### src/design/rrc_pkg.sv
// Shared types and constants of the rectangle raster canvas.
package rrc_pkg;

    localparam int MAX_DIM   = 512;
    localparam int COORD_W   = $clog2(MAX_DIM);
    localparam int DIM_W     = COORD_W + 1;
    localparam int ADDR_W    = 2 * COORD_W;
    localparam int FRAC_W    = 8;
    localparam int FIX_W     = 20;
    localparam int CRD_W     = 23;
    localparam int CHAR_W    = 8;
    localparam int OP_W      = 2;
    localparam int CFG_IDX_W = 2;
    localparam int CFG_DAT_W = 10;
    localparam int FIFO_DEPTH = 4;
    localparam int FIFO_PTR_W = $clog2(FIFO_DEPTH);

    localparam logic [DIM_W-1:0] DIM_LIMIT = DIM_W'(MAX_DIM);
    localparam logic [CRD_W-1:0] FRAC_ONE  = CRD_W'(1) << FRAC_W;

    typedef enum logic [OP_W-1:0] {
        OP_CLEAR = 2'd0,
        OP_DRAW  = 2'd1,
        OP_READ  = 2'd2
    } t_op;

    typedef enum logic [CFG_IDX_W-1:0] {
        CFG_WIDTH  = 2'd0,
        CFG_HEIGHT = 2'd1,
        CFG_BG     = 2'd2
    } t_cfg_idx;

    typedef enum logic [1:0] {
        ST_IDLE  = 2'd0,
        ST_SWEEP = 2'd1,
        ST_READ  = 2'd2,
        ST_RESP  = 2'd3
    } t_state;

    typedef logic signed [CRD_W-1:0] t_crd;

    typedef struct packed {
        logic [DIM_W-1:0]  width;
        logic [DIM_W-1:0]  height;
        logic [CHAR_W-1:0] bg;
    } t_cfg;

    typedef struct packed {
        logic [OP_W-1:0]    op;
        logic               filled;
        logic               rejected;
        t_crd               x0;
        t_crd               x0p;
        t_crd               x1;
        t_crd               x1m;
        t_crd               y0;
        t_crd               y0p;
        t_crd               y1;
        t_crd               y1m;
        logic [CHAR_W-1:0]  paint;
        logic [COORD_W-1:0] col;
        logic [COORD_W-1:0] row;
    } t_cmd;

    function automatic logic [DIM_W-1:0] dim_in_use(input logic [DIM_W-1:0] d);
        return (d > DIM_LIMIT) ? DIM_LIMIT : d;
    endfunction

endpackage

### src/design/rrc_front.sv
// Front end: takes input transactions, checks sizes and derives edge bounds.
module rrc_front (
    input  logic                        i_clk,
    input  logic                        i_rst_n,
    input  logic                        i_valid,
    output logic                        o_ready,
    input  logic [rrc_pkg::OP_W-1:0]    i_opcode,
    input  logic                        i_shape_kind,
    input  logic signed [rrc_pkg::FIX_W-1:0] i_left_x,
    input  logic signed [rrc_pkg::FIX_W-1:0] i_top_y,
    input  logic signed [rrc_pkg::FIX_W-1:0] i_rect_width,
    input  logic signed [rrc_pkg::FIX_W-1:0] i_rect_height,
    input  logic [rrc_pkg::CHAR_W-1:0]  i_paint_char,
    input  logic [rrc_pkg::COORD_W-1:0] i_read_col,
    input  logic [rrc_pkg::COORD_W-1:0] i_read_row,
    output logic                        o_push,
    output rrc_pkg::t_cmd               o_cmd,
    input  logic                        i_full
);
    import rrc_pkg::*;

    logic r_valid;
    t_cmd r_cmd;
    t_cmd n_cmd;
    t_crd x0, y0, x1, y1;

    assign o_push  = r_valid && !i_full;
    assign o_ready = !r_valid || !i_full;
    assign o_cmd   = r_cmd;

    always_comb begin
        x0 = t_crd'(i_left_x);
        y0 = t_crd'(i_top_y);
        x1 = x0 + t_crd'(i_rect_width);
        y1 = y0 + t_crd'(i_rect_height);
        n_cmd.op       = i_opcode;
        n_cmd.filled   = i_shape_kind;
        n_cmd.rejected = (i_rect_width <= 0) || (i_rect_height <= 0);
        n_cmd.x0       = x0;
        n_cmd.x0p      = x0 + FRAC_ONE;
        n_cmd.x1       = x1;
        n_cmd.x1m      = x1 - FRAC_ONE;
        n_cmd.y0       = y0;
        n_cmd.y0p      = y0 + FRAC_ONE;
        n_cmd.y1       = y1;
        n_cmd.y1m      = y1 - FRAC_ONE;
        n_cmd.paint    = i_paint_char;
        n_cmd.col      = i_read_col;
        n_cmd.row      = i_read_row;
    end

    always_ff @(posedge i_clk) begin
        if (!i_rst_n) begin
            r_valid <= 1'b0;
        end else if (o_ready) begin
            r_valid <= i_valid;
        end
    end

    always_ff @(posedge i_clk) begin
        if (i_valid && o_ready) begin
            r_cmd <= n_cmd;
        end
    end

endmodule

### config.mk
export PLATFORM = sky130hd
export DESIGN_NAME = rrc_front
export DESIGN_NICKNAME = d
export VERILOG_FILES = /design/src/design/rrc_pkg.sv /design/src/design/rrc_front.sv
export SDC_FILE = /design/constraint.sdc
export NUM_CORES = 1
export LEC_CHECK = 0
export ABC_CLOCK_PERIOD_IN_PS = 9400
export CORE_UTILIZATION = 25
export CTS_BUF_LIST = sky130_fd_sc_hd__clkbuf_8
export CTS_CLUSTER_SIZE = 8
export DETAILED_ROUTE_END_ITERATION = 10
export DONT_BUFFER_PORTS = 1
export GPL_TIMING_DRIVEN = 0
export SLEW_MARGIN = 30
export SYNTH_ARGS = -nofsm -noshare
export SYNTH_HDL_FRONTEND = slang
export SYNTH_SLANG_ARGS = --single-unit
### constraint.sdc
create_clock -name i_clk -period 9.4 [get_ports i_clk]
set_input_delay 1.41 -clock i_clk [delete_from_list [all_inputs] [get_ports i_clk]]
set_output_delay 1.41 -clock i_clk [all_outputs]
set_load 0.03 [all_outputs]
# Word-level counts from Yosys, hierarchy flattened
# Cells that the tools add are included.
totals:
  ff_bits: 205
  input_bits: 113
  output_inout_bits: 216
  word_cells: 29
op_classes:
  addsub: 6
  n_lt_le_gt_ge: 2
  reduce_logical: 6
op_table:
  columns: ["cell", "n"]
  rows:
  - ["$sub A21 B10 Y22 const B", 2]
  - ["$add A20 B10 Y21 const B", 2]
  - ["$add A20 B20 Y21", 2]
  - ["$le A20 B1 Y1 const B", 2]
  - ["$logic_and A1 B1 Y1", 2]
  - ["$logic_not A1 Y1", 2]
  - ["$logic_or A1 B1 Y1", 2]

# Logic depth before layout (Yosys ltp)
# Gate-level depths: netlist of the first run.
logic_depth:
  ltp_word: 3
  ltp_mapped: 12
  ltp_nobuf: 12

# Least setup slack after synthesis of the first run
# OpenSTA, ideal clock, no wires.
synth_path:
  path_kind: "input to register"
  start: "in i_full"
  end: "reg r_cmd, in the netlist o_cmd[0] (enable)"
  setup_time_ns: 0.545
  t_arrival_ns: 5.503
  required_time_ns: 8.855
  path_slack_ns: 3.352
  path_stages: 2
  n_path_buf: 0
  path_cell_list: "nand2_1 and2_1"
synth_via:
  elab_chain_cells: 3
synth_rtl:
  columns: ["element", "line_no", "source"]
  rows:
  - ["start, declared", "rrc_front.sv:18", "input logic i_full"]
  - ["$logic_not A1 Y1", "rrc_front.sv:28", "assign o_ready = !r_valid || !i_full;"]
  - ["$logic_or A1 B1 Y1", "rrc_front.sv:28", null]
  - ["$logic_and A1 B1 Y1", "rrc_front.sv:61", "if (i_valid && o_ready) begin"]
  - ["end signal, assigned", "rrc_front.sv:62", "r_cmd <= n_cmd;"]
  - ["end, declared", "rrc_front.sv:23", "t_cmd r_cmd;"]
# No other way between the ends.
# A chain may end at the register's enable or synchronous reset.

==> results.sh, run 1 <==
export IMPL_chipWidth_um=184
export IMPL_wire_per_inst_um=19.0
export IMPL_holdPathStages=2
export IMPL_netlist_instances=632
export IMPL_hpwl_um=16400
export IMPL_finalHoldWorstSlack_ps=566
export IMPL_yosysTopAreaCellShare_pct=59.9
export IMPL_slowest_stage="nor3b_1"
export IMPL_timing_slew_headroom_pct=58.9
export IMPL_path_cells="ha_1, fa_1, a21oi_1, o221ai_2, a21bo_2, xor2_1, inv_1, ha_1, nor3b_1, nand4bb_1, nor4_1, xor2_1"
export IMPL_num_antenna_cells=0
export IMPL_clock_path_buffers=2
export IMPL_cts_tree="yes"
export IMPL_fp_dieH_um=184
export IMPL_intPower_mw=1.23
export IMPL_postCtsResizedCells=0
export IMPL_synth_most_common_cell="edfxtp_1"
export IMPL_postCtsHoldBufs=0
export IMPL_hold_violations=0
export IMPL_drt_iter0_drc=385
export IMPL_ys_types=61
export IMPL_synth_area_per_cell_um2=13.2
export IMPL_period_share_pct=44.6
export IMPL_worstSkewPairLatency_ps=460
export IMPL_rsz0062_at_grt="no"
export IMPL_avgViaCountPerCell=4.54
export IMPL_fp_coreArea_mm2=0.0326
export IMPL_die_area_mm2=0.0340
export IMPL_grt_pass1_vias=4833
export IMPL_cp_top_family="simple AND/OR/NAND/NOR gates"
export IMPL_ir_drop_mv=0.0756
export IMPL_ant_nets=0
export IMPL_max_stage_delay_ps=490
export IMPL_cp_data_required_time_ps=9620
export IMPL_setup_tns_ps=0
export IMPL_clock_sinks=167
export IMPL_synth_fp_nets=791
export IMPL_num_vias=5036
export IMPL_syn_cell_area_mm2=0.00832
export IMPL_cts_htree_levels=4
export IMPL_antenna_found_initial=0
export IMPL_cap_violations=0
export IMPL_cts_root_buf="clkbuf_8"
export IMPL_start_util_pct=25.5
export IMPL_grt_ovfl_total=0
export IMPL_drive_gt1_share_pct=16.0
export IMPL_first_pass_iters=4
export IMPL_share_comb_of_total_power_pct=17.1
export IMPL_power_frac_clock_pct=25.4
export IMPL_placementRows=66
export IMPL_p_seq_share_pct=57.5
export IMPL_grt_max_degree=50
export IMPL_p_sw_mw=0.671
export IMPL_grt_usage_pct=12.0
export IMPL_worst_setup_path_start_kind="primary input"
export IMPL_yosys_register_bits=167
export IMPL_syn2layout_area_growth_pct=12.2
export IMPL_cp_max_fo=5
export IMPL_io_buffers=0
export IMPL_skew_ps=17.6
export IMPL_synth_top_cells_by_count="166 x edfxtp_1, 48 x buf_4, 44 x ha_1"
export IMPL_drv_slew=0
export IMPL_worstPathArrival_ps=4410
export IMPL_drcViolationCount=0
export IMPL_grt_pass1_wl_um=29600
export IMPL_status="complete, no violations"
export IMPL_min_path_type="flop to flop"
export IMPL_power_density_mw_per_mm2=204
export IMPL_worst_path_stages=12
export IMPL_yosys_area_top_type="edfxtp_1"
export IMPL_critPathKind="primary input to flop"
export IMPL_setup_violations_final=0
export IMPL_clkSlewWorstSetupHoldPaths_ps=100
export IMPL_r2r_cells=4
export IMPL_finalCriticalPeriod_ps=4190
export IMPL_cp_end_kind="flop"
export IMPL_io_pins=329
export IMPL_yosysWarnings=0
export IMPL_synth_edff_count=166
export IMPL_place_gp_congestion=0.832
export IMPL_crit_buf_inv=1
export IMPL_fmax_ghz=0.239
export IMPL_synth_main_ff_cell="edfxtp_1"
export IMPL_tightest_slew_ps=615
export IMPL_synthTopCellsByArea="edfxtp_1 60%, ha_1 6.6%, buf_4 4.3%"
export IMPL_ys_seq_area_share_pct=60.2
export IMPL_switching_share_pct=35.3
export IMPL_final_nets=814
export IMPL_async_flop_share_pct=0
export IMPL_numCtsBuffers=17
export IMPL_cellLeakagePower_nw=3.37
export IMPL_post_cts_setup_buffers=0
export IMPL_wirelength_um=21100
[tightest hold or removal path, stage by stage (launching register included)]
cell,delay [ps]
dfxtp_1,370
a21oi_1,80
nor2b_1,80
[power groups by stage]
stage	Sequential [mW]	Combinational, mW	Clock, mW
after global routing	1.10	0.360	0.528
after CTS	1.10	0.327	0.509
after global placement	1.12	0.314	0
after floorplan	1.10	0.258	0
after detailed placement	1.11	0.326	0
final	1.09	0.325	0.483
[layer usage]
metal	global-route usage, %	vias to the layer above	routed length [um]
li1	-	2369	-
met1	15.5	2460	9540
met2	18.2	187	9860
met3	3.66	20	1200
met4	5.57	0	472
met5	0	-	0
[worst paths after layout]
| kind | startpoint | end | slack (ps) |
|---|---|---|---|
| hold reg to reg | r_valid | r_valid | 570 |
| hold / removal | r_valid | r_valid | 570 |
| setup / recovery | i_left_x[0] | o_cmd[138] | 5210 |
| setup reg to reg | r_valid | o_cmd[128] | 7590 |
[final cells by class]
| type | count | area [um^2] |
|---|---|---|
| inverters | 22 | 82.6 |
| clock inverters | 15 | 126 |
| clock buffers | 17 | 234 |
| repair buffers | 4 | 95.1 |
| multi-input cells | 388 | 2850 |
| fillers | 3273 | 23300 |
| flip-flops and latches | 167 | 5000 |
| plain buffers | 55 | 388 |
| well taps | 442 | 553 |
[cells by family (layout without fill, tap and decap cells)]
| kind of cell | Yosys count | count (layout) | synth area share (%) |
|---|---|---|---|
| adder cells (fa/ha/maj) | 46 | 46 | 7.10 |
| multiplexers | 1 | 1 | 0.120 |
| AO/OA/AOI/OAI | 113 | 113 | 9.10 |
| XOR/XNOR | 75 | 75 | 8.17 |
| AND/OR/NAND/NOR | 153 | 153 | 9.71 |
| buffers and inverters | 77 | 113 | 5.65 |
| flip-flops | 167 | 167 | 60.2 |
[cells in the final DEF (no fill, tap or decap), drive strengths merged, types with 2 or more instances in the layout]
cell and count:
fa 2, o21bai 2, or3 5, a31oi 6, nor3b 2, clkbuf 23, inv 27, xor2 34
nor3 8, nand4 14, o21ai 17, nand3 19, xnor2 41, clkinvlp 2, o211ai 14, nor4b 2
a211oi 3, o21a 6, clkinv 8, nand2 38, a211o 2, and4 3, ha 44, a21o 10
and2 5, buf 53, nor2 31, a21oi 41, edfxtp 166, or2 3, nor4 12, a31o 2
and3 4, nor2b 5
[sequential cells by signal, indices dropped and copies added, names as in the netlist]
| register | cells |
|---|---|
| o_cmd | 166 |
| r_valid | 1 |
[through the flow]
| step | area, um^2 | setup slack [ps] | power, mW | utilization (%) | std cells |
|---|---|---|---|---|---|
| after floorplan | 8320 | 3350 | 1.36 | - | 632 |
| after global placement | 8870 | 1630 | 1.44 | 27.2 | 1074 |
| after detailed placement | 8970 | 4700 | 1.44 | 27.5 | 1078 |
| after CTS | 9330 | 5240 | 1.93 | 28.6 | 1110 |
| after global routing | 9330 | 4870 | 1.99 | 28.6 | 1110 |
| final | 9330 | 5210 | 1.90 | 28.6 | 1110 |
(Power assumes the default switching activity.)
==> inputs of run 2 (changes only) <==
- ABC_CLOCK_PERIOD_IN_PS: 9400 -> 3400
- clock period: 9.4 -> 3.4 ns (I/O delays scaled with it)
==> run 2 against run 1 <==
Against the previous run: sequential cell count unchanged; global-route usage increased by 0.22 points; utilization decreased by 0.092 points; combinational power increased to 2.8 times the previous value; register-to-register slack got worse by 6300 ps; total power increased to 2.8 times the previous value; sequential share of layout area increased by 0.17 points; critical path depth unchanged; cell count about the same; critical endpoint unchanged; largest cell class unchanged; largest power group unchanged.
==> results.sh, run 2 (synthesis gave the netlist of run 1 again) <==
export IMPL_status="complete, no violations"
export IMPL_avgViaCountPerCell=4.55
export IMPL_cp_max_fo=5
export IMPL_num_vias=5049
export IMPL_p_sw_mw=1.88
export IMPL_grt_pass1_vias=4895
export IMPL_r2r_setup_slack_ps=1290
export IMPL_fillCellCount=3292
export IMPL_clock_sinks=167
export IMPL_wire_per_inst_um=19.3
export IMPL_grt_max_degree=50
export IMPL_tightest_slew_ps=656
export IMPL_critPathKind="primary input to flop"
export IMPL_clkSlewWorstSetupHoldPaths_ps=110
export IMPL_cts_htree_levels=4
export IMPL_post_cts_setup_buffers=0
export IMPL_placed_area_mm2=0.00894
export IMPL_grt_ovfl_total=0
export IMPL_cellLeakagePower_nw=3.35
export IMPL_cap_violations=0
export IMPL_seq_area_mm2=0.00500
export IMPL_fmax_ghz=0.321
export IMPL_skew_ps=20.2
export IMPL_io_buffers=0
export IMPL_hold_violations=0
export IMPL_io_pins=329
export IMPL_chipWidth_um=184
export IMPL_die_area_mm2=0.0340
export IMPL_hpwl_um=16400
export IMPL_first_pass_iters=4
export IMPL_period_share_pct=91.6
export IMPL_cts_root_buf="clkbuf_8"
export IMPL_rsz0062_at_grt="no"
export IMPL_grt_usage_pct=12.2
export IMPL_numCtsBuffers=17
export IMPL_start_util_pct=25.5
export IMPL_switching_share_pct=35.6
export IMPL_ir_drop_mv=0.225
export IMPL_cts_tree="yes"
export IMPL_finalCriticalPeriod_ps=3110
export IMPL_wirelength_um=21400
export IMPL_ant_nets=0
export IMPL_final_area_mm2=0.00930
export IMPL_worstSkewPairLatency_ps=470
export IMPL_clock_path_buffers=2
export IMPL_drv_slew=0
export IMPL_power_density_mw_per_mm2=567
export IMPL_fin_ws_ps=286
export IMPL_drcViolationCount=0
export IMPL_grt_pass1_wl_um=30300
export IMPL_worst_setup_path_start_kind="primary input"
export IMPL_finalNonFillerCells=1109
export IMPL_worstPathArrival_ps=3330
export IMPL_min_path_type="primary input to flop"
export IMPL_layout_commonest_cell="edfxtp_1"
export IMPL_drive_gt1_share_pct=16.0
export IMPL_multi_input_area_mm2=0.00285
export IMPL_placementRows=66
export IMPL_cp_data_required_time_ps=3610
export IMPL_pre_cts_slack_ps=-435
export IMPL_dpl_cell_count=1077
export IMPL_drt_iter0_drc=321
export IMPL_setup_violations_final=0
export IMPL_antenna_found_initial=0
export IMPL_intPower_mw=3.40
export IMPL_timing_slew_headroom_pct=56.1
export IMPL_place_gp_congestion=0.854
export IMPL_cp_end_kind="flop"
export IMPL_share_comb_of_total_power_pct=17.0
export IMPL_power_frac_clock_pct=25.8
export IMPL_layout_common_cells="166 x edfxtp_1, 48 x buf_4, 44 x ha_1"
export IMPL_final_nets=813
export IMPL_p_seq_share_pct=57.3
export IMPL_fp_coreArea_mm2=0.0326
export IMPL_num_antenna_cells=0
export IMPL_fp_dieH_um=184
export IMPL_largest_register_ffs=166
export IMPL_syn2layout_area_growth_pct=11.8
export IMPL_power_total_mw=5.28
-- run 2: cell count changes in the layout (fill, tap and decap cells not counted) --
| cell | previous run | this run |
|---|---|---|
| inv_1 | 23 | 22 |
| nor3b_2 | 1 | 2 |
| buf_16 | 2 | 1 |
| clkinv_8 | 1 | 0 |
| clkinv_1 | 0 | 1 |
| nor3b_1 | 1 | 0 |
| inv_6 | 3 | 6 |
| clkinv_4 | 5 | 3 |
-- run 2: repair_timing --
item                                    in CTS  in global routing
resized for setup                            0                  1
hold buffers                                 0                  0
endpoints found under the setup margin       0                  1
endpoints found under the hold margin        0                  0
-- run 2: final timing paths --
check                    start          to  cells past startpoint
setup / recovery   i_left_x[0]  o_cmd[138]                     12
hold / removal    i_left_x[19]  o_cmd[206]                      0
setup reg to reg       r_valid  o_cmd[148]                      4
hold reg to reg        r_valid     r_valid                      2
-- run 2: power by group through the flow --
stage / clock network [mW] / registers, mW / logic, mW
5_1_grt: 1.49 / 3.04 / 0.990
4_1_cts: 1.43 / 3.03 / 0.898
3_3_place_gp: 0 / 3.09 / 0.868
2_1_floorplan: 0 / 3.03 / 0.715
3_5_place_dp: 0 / 3.08 / 0.895
6_report: 1.36 / 3.02 / 0.895
-- run 2: worst max-delay path, cell delays in order --
cell and delay (ps):
ha_1 200, fa_1 420, a21oi_1 310, o221ai_2 240, a21bo_2 270, xor2_1 160, inv_1 100, ha_1 190
nor3b_2 310, nand4bb_1 220, nor4_1 280, xor2_1 110
-- run 2: cell type report --
cell class / count / area share, %
flip-flops and latches: 167 / 53.8
multi-input cells: 388 / 30.7
well taps: 442 / 5.95
plain buffers: 55 / 4.17
clock buffers: 17 / 2.52
clock inverters: 15 / 1.28
inverters: 22 / 0.888
repair buffers: 3 / 0.726
-- run 2: routing by layer --
layer | share of wire (%) | global-route usage (%) | routed length (um)
met5 | 0 | 0 | 0
met4 | 1.4 | 4.10 | 299
met3 | 5.7 | 3.50 | 1210
met2 | 47 | 19.0 | 10100
met1 | 46 | 16.2 | 9740
-- run 2: stage by stage --
stage / hold WS, ps / TNS, ps / utilization (%)
CTS: 68.0 / 0 / 28.5
floorplan: 487 / 0 / -
finish: 118 / 0 / 28.5
global route: 71.3 / 0 / 28.5
global placement: 508 / -139750 / 27.2
detailed placement: 528 / -1270 / 27.4
