===== src/design/rrc_pkg.sv =====
// Shared types and constants of the rectangle raster canvas.
package rrc_pkg;

    localparam int MAX_DIM   = 512;
    localparam int COORD_W   = $clog2(MAX_DIM);
    localparam int DIM_W     = COORD_W + 1;
    localparam int ADDR_W    = 2 * COORD_W;
    localparam int FRAC_W    = 8;
    localparam int FIX_W     = 20;
    localparam int CRD_W     = 23;
    localparam int CHAR_W    = 8;
    localparam int OP_W      = 2;
    localparam int CFG_IDX_W = 2;
    localparam int CFG_DAT_W = 10;
    localparam int FIFO_DEPTH = 4;
    localparam int FIFO_PTR_W = $clog2(FIFO_DEPTH);

    localparam logic [DIM_W-1:0] DIM_LIMIT = DIM_W'(MAX_DIM);
    localparam logic [CRD_W-1:0] FRAC_ONE  = CRD_W'(1) << FRAC_W;

    typedef enum logic [OP_W-1:0] {
        OP_CLEAR = 2'd0,
        OP_DRAW  = 2'd1,
        OP_READ  = 2'd2
    } t_op;

    typedef enum logic [CFG_IDX_W-1:0] {
        CFG_WIDTH  = 2'd0,
        CFG_HEIGHT = 2'd1,
        CFG_BG     = 2'd2
    } t_cfg_idx;

    typedef enum logic [1:0] {
        ST_IDLE  = 2'd0,
        ST_SWEEP = 2'd1,
        ST_READ  = 2'd2,
        ST_RESP  = 2'd3
    } t_state;

    typedef logic signed [CRD_W-1:0] t_crd;

    typedef struct packed {
        logic [DIM_W-1:0]  width;
        logic [DIM_W-1:0]  height;
        logic [CHAR_W-1:0] bg;
    } t_cfg;

    typedef struct packed {
        logic [OP_W-1:0]    op;
        logic               filled;
        logic               rejected;
        t_crd               x0;
        t_crd               x0p;
        t_crd               x1;
        t_crd               x1m;
        t_crd               y0;
        t_crd               y0p;
        t_crd               y1;
        t_crd               y1m;
        logic [CHAR_W-1:0]  paint;
        logic [COORD_W-1:0] col;
        logic [COORD_W-1:0] row;
    } t_cmd;

    function automatic logic [DIM_W-1:0] dim_in_use(input logic [DIM_W-1:0] d);
        return (d > DIM_LIMIT) ? DIM_LIMIT : d;
    endfunction

endpackage


===== src/design/rrc_cmd_fifo.sv =====
// Short command queue between front end and back end.
module rrc_cmd_fifo (
    input  logic          i_clk,
    input  logic          i_rst_n,
    input  logic          i_push,
    input  rrc_pkg::t_cmd i_cmd,
    output logic          o_full,
    input  logic          i_pop,
    output logic          o_valid,
    output rrc_pkg::t_cmd o_cmd
);
    import rrc_pkg::*;

    t_cmd                  r_mem [FIFO_DEPTH];
    logic [FIFO_PTR_W-1:0] r_wr_ptr;
    logic [FIFO_PTR_W-1:0] r_rd_ptr;
    logic [FIFO_PTR_W:0]   r_count;

    assign o_full  = (r_count == (FIFO_PTR_W + 1)'(FIFO_DEPTH));
    assign o_valid = (r_count != '0);
    assign o_cmd   = r_mem[r_rd_ptr];

    always_ff @(posedge i_clk) begin
        if (!i_rst_n) begin
            r_wr_ptr <= '0;
            r_rd_ptr <= '0;
            r_count  <= '0;
        end else begin
            if (i_push) begin
                r_wr_ptr <= r_wr_ptr + 1'b1;
            end
            if (i_pop) begin
                r_rd_ptr <= r_rd_ptr + 1'b1;
            end
            if (i_push && !i_pop) begin
                r_count <= r_count + 1'b1;
            end else if (i_pop && !i_push) begin
                r_count <= r_count - 1'b1;
            end
        end
    end

    always_ff @(posedge i_clk) begin
        if (i_push) begin
            r_mem[r_wr_ptr] <= i_cmd;
        end
    end

endmodule


===== config.mk =====
export PLATFORM = sky130hd
export DESIGN_NAME = rrc_cmd_fifo
export DESIGN_NICKNAME = d
export VERILOG_FILES = /design/src/design/rrc_pkg.sv /design/src/design/rrc_cmd_fifo.sv
export SDC_FILE = /design/constraint.sdc
export NUM_CORES = 1
export LEC_CHECK = 0
export ABC_AREA = 0
export BUFFER_PORTS_ARGS = -buffer_cell sky130_fd_sc_hd__buf_2
export CAP_MARGIN = 20
export CORE_MARGIN = 2
export CORE_UTILIZATION = 61
export DETAILED_ROUTE_END_ITERATION = 10
export GPL_TIMING_DRIVEN = 0
export HOLD_SLACK_MARGIN = 0.1
export MAX_ROUTING_LAYER = met4
export PLACE_DENSITY = 0.86
export SLEW_MARGIN = 20
export SYNTH_ARGS = -nofsm -noshare
export SYNTH_HDL_FRONTEND = slang
export SYNTH_SLANG_ARGS = --single-unit

===== constraint.sdc =====
create_clock -name i_clk -period 12.2 [get_ports i_clk]
set_clock_uncertainty 0.2 [all_clocks]
set_input_delay 0.61 -clock i_clk [delete_from_list [all_inputs] [get_ports i_clk]]
set_output_delay 0.61 -clock i_clk [all_outputs]
set_load 0.005 [all_outputs]

# Yosys cells after proc, flatten, opt, wreduce, memory -nomap -nowiden
# Memories as Yosys holds them, arrays and structs flattened. A register that Yosys moved wholly into a read port is not among the register bits.
# Cells that the tools add are included.
# classes
reduce_logical	6
n_mux	6
add_sub_neg	4
n_eq_ne	1
# ops
operator	n
$mux W3	2
$add A2 B1 Y2 const B	2
$mux W2	2
$add A3 B1 Y3 const B	1
$eq A3 B3 Y1 const B	1
$reduce_bool A3 Y1	1
$sub A3 B1 Y3 const B	1
$logic_and A1 B1 Y1	2
$logic_not A1 Y1	2
$mux W1	2
$reduce_bool A2 Y1	1
# totals
input_bits	218
output_inout_bits	216
mem_count	1
elab_cells	21
mem_bits_rw	856
reg_bits	7
# mem_list
memory	depth	width	read_ports	rd_clocked_by_memory_dff	wr	line_no	rtl
r_mem	4	214	1	1	1	rrc_cmd_fifo.sv:14	t_cmd r_mem [FIFO_DEPTH];

# Depth between registers and ports, before layout
# Gate-level depths: netlist of run 1.
# depth
word_depth	4
depth_mapped	7
ltp_nobuf	7

# Least setup slack after synthesis of run 1
# OpenSTA, ideal clock, no wires.
# synth_timing
path_kind	input to register
start	in i_push
end	mem r_mem[0][0] in the netlist's numbering, enable pin
t_arrival_ns	5.460
slack_ns	5.940
required_ns	11.400
stages	1
n_path_buf	0
path_cell_list	and2_1
# synth_between
elab_chain_cells	2
# synth_lines
item	line_no	rtl
start, declared	rrc_cmd_fifo.sv:5	input logic i_push,
$mux W1	rrc_cmd_fifo.sv:44	if (i_push) begin
$mux W1 (not written as such)	rrc_cmd_fifo.sv:45	r_mem[r_wr_ptr] <= i_cmd;
end, declared	rrc_cmd_fifo.sv:14	
# Every way passes these cells.

==> flow_summary.json, run 1 <==
{
  "cellLeakagePower_nw": 13.7,
  "drv_slew": 0,
  "synth_area_per_cell_um2": 27.1,
  "cp.arrival_ps": 3020,
  "clk_pin_slew_ps": 60,
  "status": "finished, final reports clean",
  "ios": 434,
  "die_area_um2": 53400,
  "htreeDepth": 3,
  "drc": 0,
  "chipHeight_um": 231,
  "crit_path_start_kind": "flip-flop",
  "viasPerCell": 6.30,
  "slew-limit-headroom": 0.449,
  "design.core.area_um2": 51100,
  "cpMostUsedCell": "buf_2",
  "final_nets": 2137,
  "dp_cells": 2294,
  "rows": 83,
  "initial_core_util": 0.615,
  "place.gp.congestion": 0.776,
  "synth_seq_cells": 865,
  "whs_ps": 224,
  "ctsHoldBuffers": 215,
  "slowest_delay_ps": 670,
  "p_comb_frac": 0.107,
  "placed_area_um2": 35000,
  "internal-power_mw": 5.20,
  "fmax_mhz": 261,
  "period_needed_ps": 3830,
  "tightestPinTransition_ps": 827,
  "synth-seq-area-share": 0.823,
  "regArea_um2": 25900,
  "power_switching_share": 0.229,
  "insertion_delay_ps": 630,
  "timing.final.ws_setup_ps": 8370,
  "drtPass1Iterations": 7,
  "route.vias.total": 16800,
  "wire_per_inst_um": 32.0,
  "required_ps": 11390,
  "synthesis.instances": 1161,
  "dpl.hpwl_um": 43700,
  "place.port_buffers": 433,
  "post_cts_resized": 0,
  "max_cap_violations": 0,
  "hold_viol": 0,
  "powerDensity_nw_per_um2": 170,
  "synth.distinct_cells": 21,
  "grt_pass1_wl_um": 122000,
  "pwr-share-seq": 0.514,
  "cp_slowest_cell": "clkbuf_1",
  "crit_chain": "buf_2, clkbuf_1, buf_2, mux4_2, buf_2",
  "layout-drive-gt1-share": 0.402,
  "final_util": 0.778,
  "grt_overflow": 0,
  "setup-violations-final": 0,
  "stdcell_count": 2660,
  "post-place-ws_ps": 9090,
  "finalPower_mw": 6.75,
  "r2r-start": "r_wr_ptr[1]",
  "worstSetupPathType": "reg -> out",
  "cts_tree": "yes",
  "antenna_found_initial": 6,
  "grt_max_degree": 48,
  "final_area_um2": 39800,
  "drtIter0Drc": 1720,
  "hp-class": "in -> reg",
  "ant_nets": 0,
  "clockRootBuffer": "clkbuf_16",
  "setup_tns_ps": 0,
  "ir_worst_vdd_mv": 0.180,
  "crit_family": "buffers and inverters",
  "cts_buffers": 82,
  "area_growth_pct": 26.5,
  "syn_area_um2": 31400,
  "grt_setup_unrepaired": "no",
  "pwr-share-clk": 0.379,
  "multiInputGateArea_um2": 5190,
  "cts_setup_buffers": 0,
  "dieWidth_um": 231,
  "nFillCells": 2436,
  "postRouteWirelength_um": 85000,
  "yosys_warnings": 0,
  "crit_path_max_fanout": 10,
  "grt_pass1_vias": 17700,
  "fin_crit_sh": 0.314,
  "cts_buffer_depth": 3,
  "cts_sinks": 865,
  "switching_power_mw": 1.54,
  "synthesis.nets": 1385,
  "hp-start": "i_push",
  "track_usage": 0.331,
  "critPathBufInv": 4,
  "critPathCaptureType": "output pin"
}
## final cells by class
cell class	count	share of cell area
well taps	680	0.0214
plain buffers	48	0.00903
diodes	7	0.000441
repair buffers	668	0.121
inverters	4	0.000378
multi-input cells	244	0.130
clock buffers	96	0.0545
flip-flops and latches	865	0.651
clock inverters	48	0.0115
## path summary, 6_finish.rpt
| check | endpoint | depth (start not counted) | slack (ps) |
|---|---|---|---|
| worst max register to register | r_mem[0][83] | 6 | 9780 |
| worst min register to register | flip-flop | 2 | 400 |
| worst min-delay path | r_wr_ptr[1] | 3 | 220 |
| worst max-delay path | o_cmd[109] | 5 | 8370 |
## state kept, by name, indices dropped and copies added (netlist names), named ones only
| signal | count |
|---|---|
| r_count | 3 |
| r_wr_ptr | 2 |
| r_rd_ptr | 2 |
| r_mem | 856 |
## power groups by stage
stage,logic [mW],registers [mW],clock network (mW)
2_1_floorplan,0.320,3.53,0
3_3_place_gp,0.579,3.55,0
3_5_place_dp,0.625,3.51,0
4_1_cts,0.704,3.46,2.55
5_1_grt,0.753,3.47,2.68
6_report,0.719,3.47,2.56
## Yosys cell counts
cell type | instances | share of area
or3_1 | 2 | 0.00040
fa_1 | 1 | 0.00064
a21boi_0 | 1 | 0.00024
o21ai_0 | 1 | 0.00016
nor3b_1 | 1 | 0.00024
buf_2 | 23 | 0.0037
mux4_2 | 186 | 0.13
xor2_1 | 3 | 0.00084
mux4_1 | 28 | 0.023
nor2b_1 | 2 | 0.00040
ha_1 | 5 | 0.0020
dfxtp_1 | 9 | 0.0057
buf_8 | 2 | 0.00096
edfxtp_1 | 856 | 0.82
nand2_1 | 1 | 0.00012
inv_1 | 4 | 0.00048
buf_6 | 17 | 0.0061
mux2i_1 | 2 | 0.00064
xnor2_1 | 2 | 0.00056
and2_1 | 9 | 0.0018
clkbuf_1 | 6 | 0.00072
## worst min-delay path: cells and delay by family
kind	cells	cell delay, ps
muxes	1	160
and+or+nand+nor	1	70
buffers and inverters	1	160
## layout by cell type (no fill, tap or decap)
| master | instances |
|---|---|
| clkinv_1 | 25 |
| buf_12 | 6 |
| buf_2 | 456 |
| bufinv_16 | 8 |
| edfxtp_1 | 856 |
| and2_4 | 4 |
| dlygate4sd3_1 | 215 |
| a21boi_0 | 1 |
| mux2i_1 | 2 |
| xnor2_1 | 2 |
| diode_2 | 7 |
| ha_1 | 5 |
| mux4_1 | 28 |
| dfxtp_1 | 9 |
| xor2_1 | 3 |
| nor2b_1 | 2 |
| clkinvlp_4 | 3 |
| clkbuf_16 | 85 |
| mux4_2 | 186 |
| clkinv_2 | 8 |
| buf_16 | 14 |
| fa_1 | 1 |
| nand2_1 | 1 |
| inv_16 | 1 |
| and2_1 | 5 |
| buf_8 | 2 |
| clkinv_8 | 2 |
| or3_1 | 2 |
| nor3b_1 | 1 |
| clkbuf_1 | 17 |
| inv_1 | 4 |
| buf_6 | 17 |
| o21ai_0 | 1 |
| inv_6 | 1 |
## logic make-up after synthesis
logic type	after synthesis	share of synthesized area
flops	865	0.823
mux	216	0.157
buf+inv	52	0.0119
simple gates	15	0.00295
fa+ha+maj	6	0.00263
xor+xnor	5	0.00139
compound gates	2	0.000398
## metal layers
metal | track usage | vias up | share of wire
met4 | 0.131 | 0 | 0.042
met1 | 0.398 | 8689 | 0.34
met2 | 0.550 | 1243 | 0.53
li1 | - | 6606 | -
met3 | 0.0768 | 222 | 0.090
met5 | - | - | 0
Power figures use the tool's default switching activity.
==> run 2, diff against run 1 <==
--- a/config.mk
+++ b/config.mk
@@ -9,12 +9,12 @@
 export BUFFER_PORTS_ARGS = -buffer_cell sky130_fd_sc_hd__buf_2
 export CAP_MARGIN = 20
 export CORE_MARGIN = 2
-export CORE_UTILIZATION = 61
+export CORE_UTILIZATION = 57
 export DETAILED_ROUTE_END_ITERATION = 10
 export GPL_TIMING_DRIVEN = 0
 export HOLD_SLACK_MARGIN = 0.1
 export MAX_ROUTING_LAYER = met4
-export PLACE_DENSITY = 0.86
+export PLACE_DENSITY = 0.81
 export SLEW_MARGIN = 20
 export SYNTH_ARGS = -nofsm -noshare
 export SYNTH_HDL_FRONTEND = slang
==> constraint.sdc (replaced) <==
create_clock -name i_clk -period 3.58 [get_ports i_clk]
set_clock_uncertainty 0.2 [all_clocks]
set_input_delay 0.179 -clock i_clk [delete_from_list [all_inputs] [get_ports i_clk]]
set_output_delay 0.179 -clock i_clk [all_outputs]
set_load 0.005 [all_outputs]
==> run 2 against run 1 <==
  * Worst hold slack got worse by 94 ps
  * Power increased to 3.4 times the previous value
  * Critical path depth unchanged
  * Register-to-register slack got worse by 8700 ps
  * Combinational power increased to 3.5 times the previous value
  * First-iteration DRC count decreased by 26%
  * Non-clock buffer count increased by 93
  * Critical endpoint is now o_cmd[91]
  * Largest power group unchanged
==> flow_summary.json, run 2 (synthesized netlist as in run 1, its figures left out) <==
{
  "status": "finished, final reports clean",
  "post-place-ws_ps": 747,
  "place.port_buffers": 433,
  "layout_commonest_cell": "edfxtp_1",
  "final_cell_mix": "edfxtp_1 (856), buf_2 (456), dlygate4sd3_1 (308), mux4_2 (186), clkbuf_16 (87)",
  "cts_buffers": 84,
  "area_growth_pct": 29.7,
  "final_area_um2": 40800,
  "track_usage": 0.288,
  "place.gp.congestion": 0.756,
  "cellLeakagePower_nw": 14.1,
  "die_area_um2": 57000,
  "dpl.hpwl_um": 41100,
  "grtUsageMet2": 0.500,
  "fin_crit_sh": 0.953,
  "fmax_mhz": 293,
  "hp-class": "in -> reg",
  "grt_setup_unrepaired": "no",
  "hold_viol": 0,
  "dieWidth_um": 239,
  "layout-drive-gt1-share": 0.386,
  "largest_registers": "r_mem: 856 flops, r_count: 3 flops",
  "timing.final.ws_setup_ps": 169,
  "chipHeight_um": 239,
  "crit_path_start_kind": "flip-flop",
  "crit_chain": "buf_2, clkbuf_1, buf_2, mux4_1, buf_2",
  "initial_core_util": 0.574,
  "period_needed_ps": 3410,
  "slowest_delay_ps": 790,
  "grtUsageMet1": 0.320,
  "required_ps": 3200,
  "design.core.area_um2": 54800,
  "rows": 86,
  "grt-busiest-layer": "met2",
  "cts_tree": "yes",
  "finalPower_mw": 23.0,
  "htreeDepth": 3,
  "clk_pin_slew_ps": 60,
  "antenna_found_initial": 7,
  "cts_sinks": 865,
  "powerDensity_nw_per_um2": 564,
  "insertion_delay_ps": 620,
  "ios": 434,
  "drc": 0,
  "r2r-start": "r_wr_ptr[1]",
  "drtIter0Drc": 1279,
  "largest_register_ffs": 856,
  "viasPerCell": 5.91,
  "crit_path_max_fanout": 10,
  "slew-limit-headroom": 0.333,
  "hp-start": "i_cmd[33]",
  "placed_area_um2": 35000,
  "use_met3": 0.0679,
  "drv_slew": 0,
  "grt_pass1_wl_um": 114000,
  "worstSetupPathType": "reg -> out",
  "ir_worst_vdd_mv": 0.626,
  "grt_pass1_vias": 17700,
  "postRouteWirelength_um": 79200,
  "drtPass1Iterations": 5,
  "grt_overflow": 0,
  "clockRootBuffer": "clkbuf_16",
  "max_cap_violations": 0,
  "cts_buffer_depth": 3,
  "wire_per_inst_um": 28.4,
  "critPathCaptureType": "output pin",
  "final_nets": 2232,
  "tightestPinTransition_ps": 1000,
  "setup-violations-final": 0,
  "regMostFlops": "r_mem",
  "grt_max_degree": 47,
  "cp_slowest_cell": "clkbuf_1",
  "cp.arrival_ps": 3030,
  "route.vias.total": 16500,
  "ant_nets": 0,
  "cpMostUsedCell": "buf_2"
}
## run 2: cell count changes in the layout (fill, tap and decap cells not counted), sizes merged
cell / change
clkinvlp: -1
bufinv: -1
diode: +2
clkbuf: +5
dlygate4sd3: +93
clkinv: +3
## run 2: final timing paths
| check | endpoint | slack, ps | depth (start not counted) |
|---|---|---|---|
| max reg2reg | r_mem[3][167] | 1090 | 5 |
| min | r_mem[3][33] | 130 | 2 |
| max | o_cmd[91] | 170 | 5 |
| min reg2reg | r_count[2] | 360 | 2 |
## run 2: critical path: cells and delay by family, from the launching register on
| kind | cells | cell delay (ps) |
|---|---|---|
| mux | 1 | 420 |
| flops | 1 | 310 |
| buf+inv | 4 | 1680 |
## run 2: layout make-up
| class | instances | area, um^2 |
|---|---|---|
| Inverter | 4 | 15.0 |
| Clock inverter | 49 | 440 |
| Buffer | 48 | 359 |
| Clock buffer | 101 | 2230 |
| Timing Repair Buffer | 761 | 5760 |
| Fill cell | 2771 | 14000 |
| Antenna cell | 9 | 22.5 |
| Multi-Input combinational cell | 244 | 5190 |
| Tap cell | 704 | 881 |
| Sequential cell | 865 | 25900 |
## run 2: power breakdown
part	internal [mW]	switching, mW
Sequential	11.6	0.145
Combinational	1.24	1.25
Clock	4.95	3.76
Total	17.8	5.16
## run 2: what timing repair did
action	CTS	global route
hold buffers	308	0
gates resized for setup	0	0
setup buffers	0	0
hold endpoints to repair	922	0
## run 2: stage by stage
stage               cells  utilization  hold WS, ps  setup TNS [ps]
floorplan            1161            -         77.9               0
global placement     2298        0.630          187         -153220
detailed placement   2318        0.639          194               0
CTS                  2776        0.744          100               0
global route         2783        0.745          111               0
finish               2785        0.745          130               0
## run 2: layer usage
layer  vias to the layer above  wire length, um
met1                      8574            27400
met2                       876            42600
li1                       6804                -
met4                         0             3350
met5                         -                0
met3                       218             5810
==> run 3, diff against run 2 <==
--- a/config.mk
+++ b/config.mk
@@ -8,6 +8,7 @@
 export ABC_AREA = 0
 export BUFFER_PORTS_ARGS = -buffer_cell sky130_fd_sc_hd__buf_2
 export CAP_MARGIN = 20
+export CORE_ASPECT_RATIO = 0.6
 export CORE_MARGIN = 2
 export CORE_UTILIZATION = 57
 export DETAILED_ROUTE_END_ITERATION = 10
@@ -15,6 +16,7 @@
 export HOLD_SLACK_MARGIN = 0.1
 export MAX_ROUTING_LAYER = met4
 export PLACE_DENSITY = 0.81
+export RECOVER_POWER = 100
 export SLEW_MARGIN = 20
 export SYNTH_ARGS = -nofsm -noshare
 export SYNTH_HDL_FRONTEND = slang
==> run 3 against run 2 <==
  * The run now ends with capacitance limit, slew limit left
  * Design area fell by 4.3%
  * Die area rose by 0.11%
  * Maximum frequency rose by 2.6%
  * Sequential power hardly changed
  * Routed wire length decreased by 12%
  * Sequential share of layout area grew 2.9 points
  * Clock power is 6.9% lower
==> flow_summary.json, run 3 (synthesized netlist as in run 1, its figures left out) <==
{
  "status": "complete, but fails checks",
  "failed_checks": "capacitance limit, slew limit",
  "insertion_delay_ps": 580,
  "hold_viol": 0,
  "switching_power_mw": 4.80,
  "r2r-start": "r_wr_ptr[0]",
  "clockRootBuffer": "clkbuf_16",
  "cts_tree": "yes",
  "chipHeight_um": 186,
  "period_needed_ps": 3320,
  "pwr-share-seq": 0.533,
  "route.vias.total": 15600,
  "cts_buffers": 75,
  "track_usage": 0.249,
  "die_area_um2": 57100,
  "rows": 66,
  "post_cts_resized": 0,
  "critPathCaptureType": "output pin",
  "internal-power_mw": 17.3,
  "cp.arrival_ps": 2940,
  "whs_ps": 184,
  "postRouteWirelength_um": 69500,
  "finalPower_mw": 22.1,
  "ir_worst_vdd_mv": 0.508,
  "regArea_um2": 25900,
  "largest_registers": "r_mem: 856 flops, r_count: 3 flops",
  "antenna_found_initial": 2,
  "max_cap_violations": 1,
  "drc": 0,
  "drtIter0Drc": 1265,
  "cellLeakagePower_nw": 12.5,
  "cts_sinks": 865,
  "worstRegToRegCells": 5,
  "final_nets": 2135,
  "dp_cells": 2328,
  "place.gp.congestion": 0.746,
  "grt_pass1_wl_um": 101000,
  "cts_buffer_depth": 3,
  "wire_per_inst_um": 25.9,
  "endpoint": "o_cmd[198]",
  "worstSetupPathType": "reg -> out",
  "grt_setup_unrepaired": "no",
  "crit_path_max_fanout": 10,
  "drv_slew": 31,
  "ios": 434,
  "powerDensity_nw_per_um2": 566,
  "reg2reg_to": "r_mem[0][95]",
  "required_ps": 3200,
  "tightestPinTransition_ps": 1810,
  "stdcell_count": 2683,
  "grt_overflow": 0,
  "dieWidth_um": 307,
  "p_comb_frac": 0.100,
  "final_area_um2": 39000,
  "place.port_buffers": 433,
  "setup-violations-final": 0,
  "largest_register_ffs": 856,
  "pwr-share-clk": 0.367,
  "fin_crit_sh": 0.928,
  "layout_commonest_cell": "edfxtp_1",
  "layout-drive-gt1-share": 0.204,
  "grt_max_degree": 49,
  "regMostFlops": "r_mem",
  "multiInputGateArea_um2": 5180,
  "power_switching_share": 0.217,
  "htreeDepth": 3,
  "initial_core_util": 0.579,
  "fmax_mhz": 301,
  "placed_area_um2": 35000,
  "ctsHoldBuffers": 220,
  "nFillCells": 3186,
  "final_cell_mix": "edfxtp_1 (856), clkbuf_1 (414), dlygate4sd3_1 (220), mux4_2 (186), clkbuf_16 (78)",
  "slew-limit-headroom": -0.210,
  "design.core.area_um2": 54300,
  "area_growth_pct": 24.1,
  "cts_setup_buffers": 0,
  "ant_nets": 0,
  "r2r_slack_ps": 290,
  "dpl.hpwl_um": 40600,
  "crit_path_start_kind": "flip-flop",
  "final_util": 0.718,
  "clk_pin_slew_ps": 70,
  "drtPass1Iterations": 5,
  "viasPerCell": 5.83,
  "hp-class": "in -> reg",
  "grt_pass1_vias": 16100
}
==> run 3: cell count changes in the layout (fill, tap and decap cells not counted), moves of 9 or more <==
cell           delta
dlygate4sd3_1    -88
clkbuf_16         -9
clkbuf_1        +394
buf_2           -398
clkbuf_2         +14
clkinv_1         -15
==> run 3: area by class of cell <==
class / instances / share of cell area
flip-flops and latches: 865 / 0.664
well taps: 714 / 0.0229
clock inverters: 32 / 0.00927
inverters: 4 / 0.000385
plain buffers: 48 / 0.00901
repair buffers: 673 / 0.109
multi-input cells: 244 / 0.133
diodes: 2 / 0.000128
clock buffers: 101 / 0.0533
==> run 3: power groups by stage <==
stage | combinational (mW) | clock (mW) | sequential [mW]
floorplan | 1.10 | 0 | 11.9
global placement | 1.98 | 0 | 12.0
detailed placement | 2.11 | 0 | 12.0
CTS | 2.33 | 8.19 | 11.7
global route | 2.35 | 8.59 | 11.8
finish | 2.21 | 8.11 | 11.8
==> run 3: per-stage QoR <==
stage | setup slack (ps) | TNS, ps
after floorplan | 895 | 0
after global placement | -237 | -160290
after detailed placement | 951 | 0
after CTS | 296 | 0
after global routing | 123 | 0
final | 257 | 0
==> run 3: critical path: stages (launching register included) <==
cell and delay [ps]:
dfxtp_1 310, buf_2 180, clkbuf_1 610, clkbuf_1 620, mux4_2 470, buf_2 160
==> run 3: metal layers <==
metal	routed length [um]	track usage	up-vias	part of all wire
met5	0	-	-	0
met4	1490	0.0574	0	0.021
met3	4670	0.0510	107	0.067
met2	37000	0.425	720	0.53
met1	26300	0.313	8236	0.38
li1	-	-	6586	-
==> run 3: worst min path at each step <==
stage / from / endpoint / slack [ps] / depth (start not counted)
after floorplan: i_cmd[0] / r_mem[0][0] / 80 / 0
after global placement: i_cmd[8] / r_mem[0][8] / 190 / 1
after detailed placement: i_cmd[189] / r_mem[0][189] / 190 / 1
after CTS: i_cmd[157] / r_mem[1][157] / 110 / 2
after global routing: i_cmd[62] / r_mem[3][62] / 170 / 2
final: i_cmd[4] / r_mem[3][4] / 180 / 2
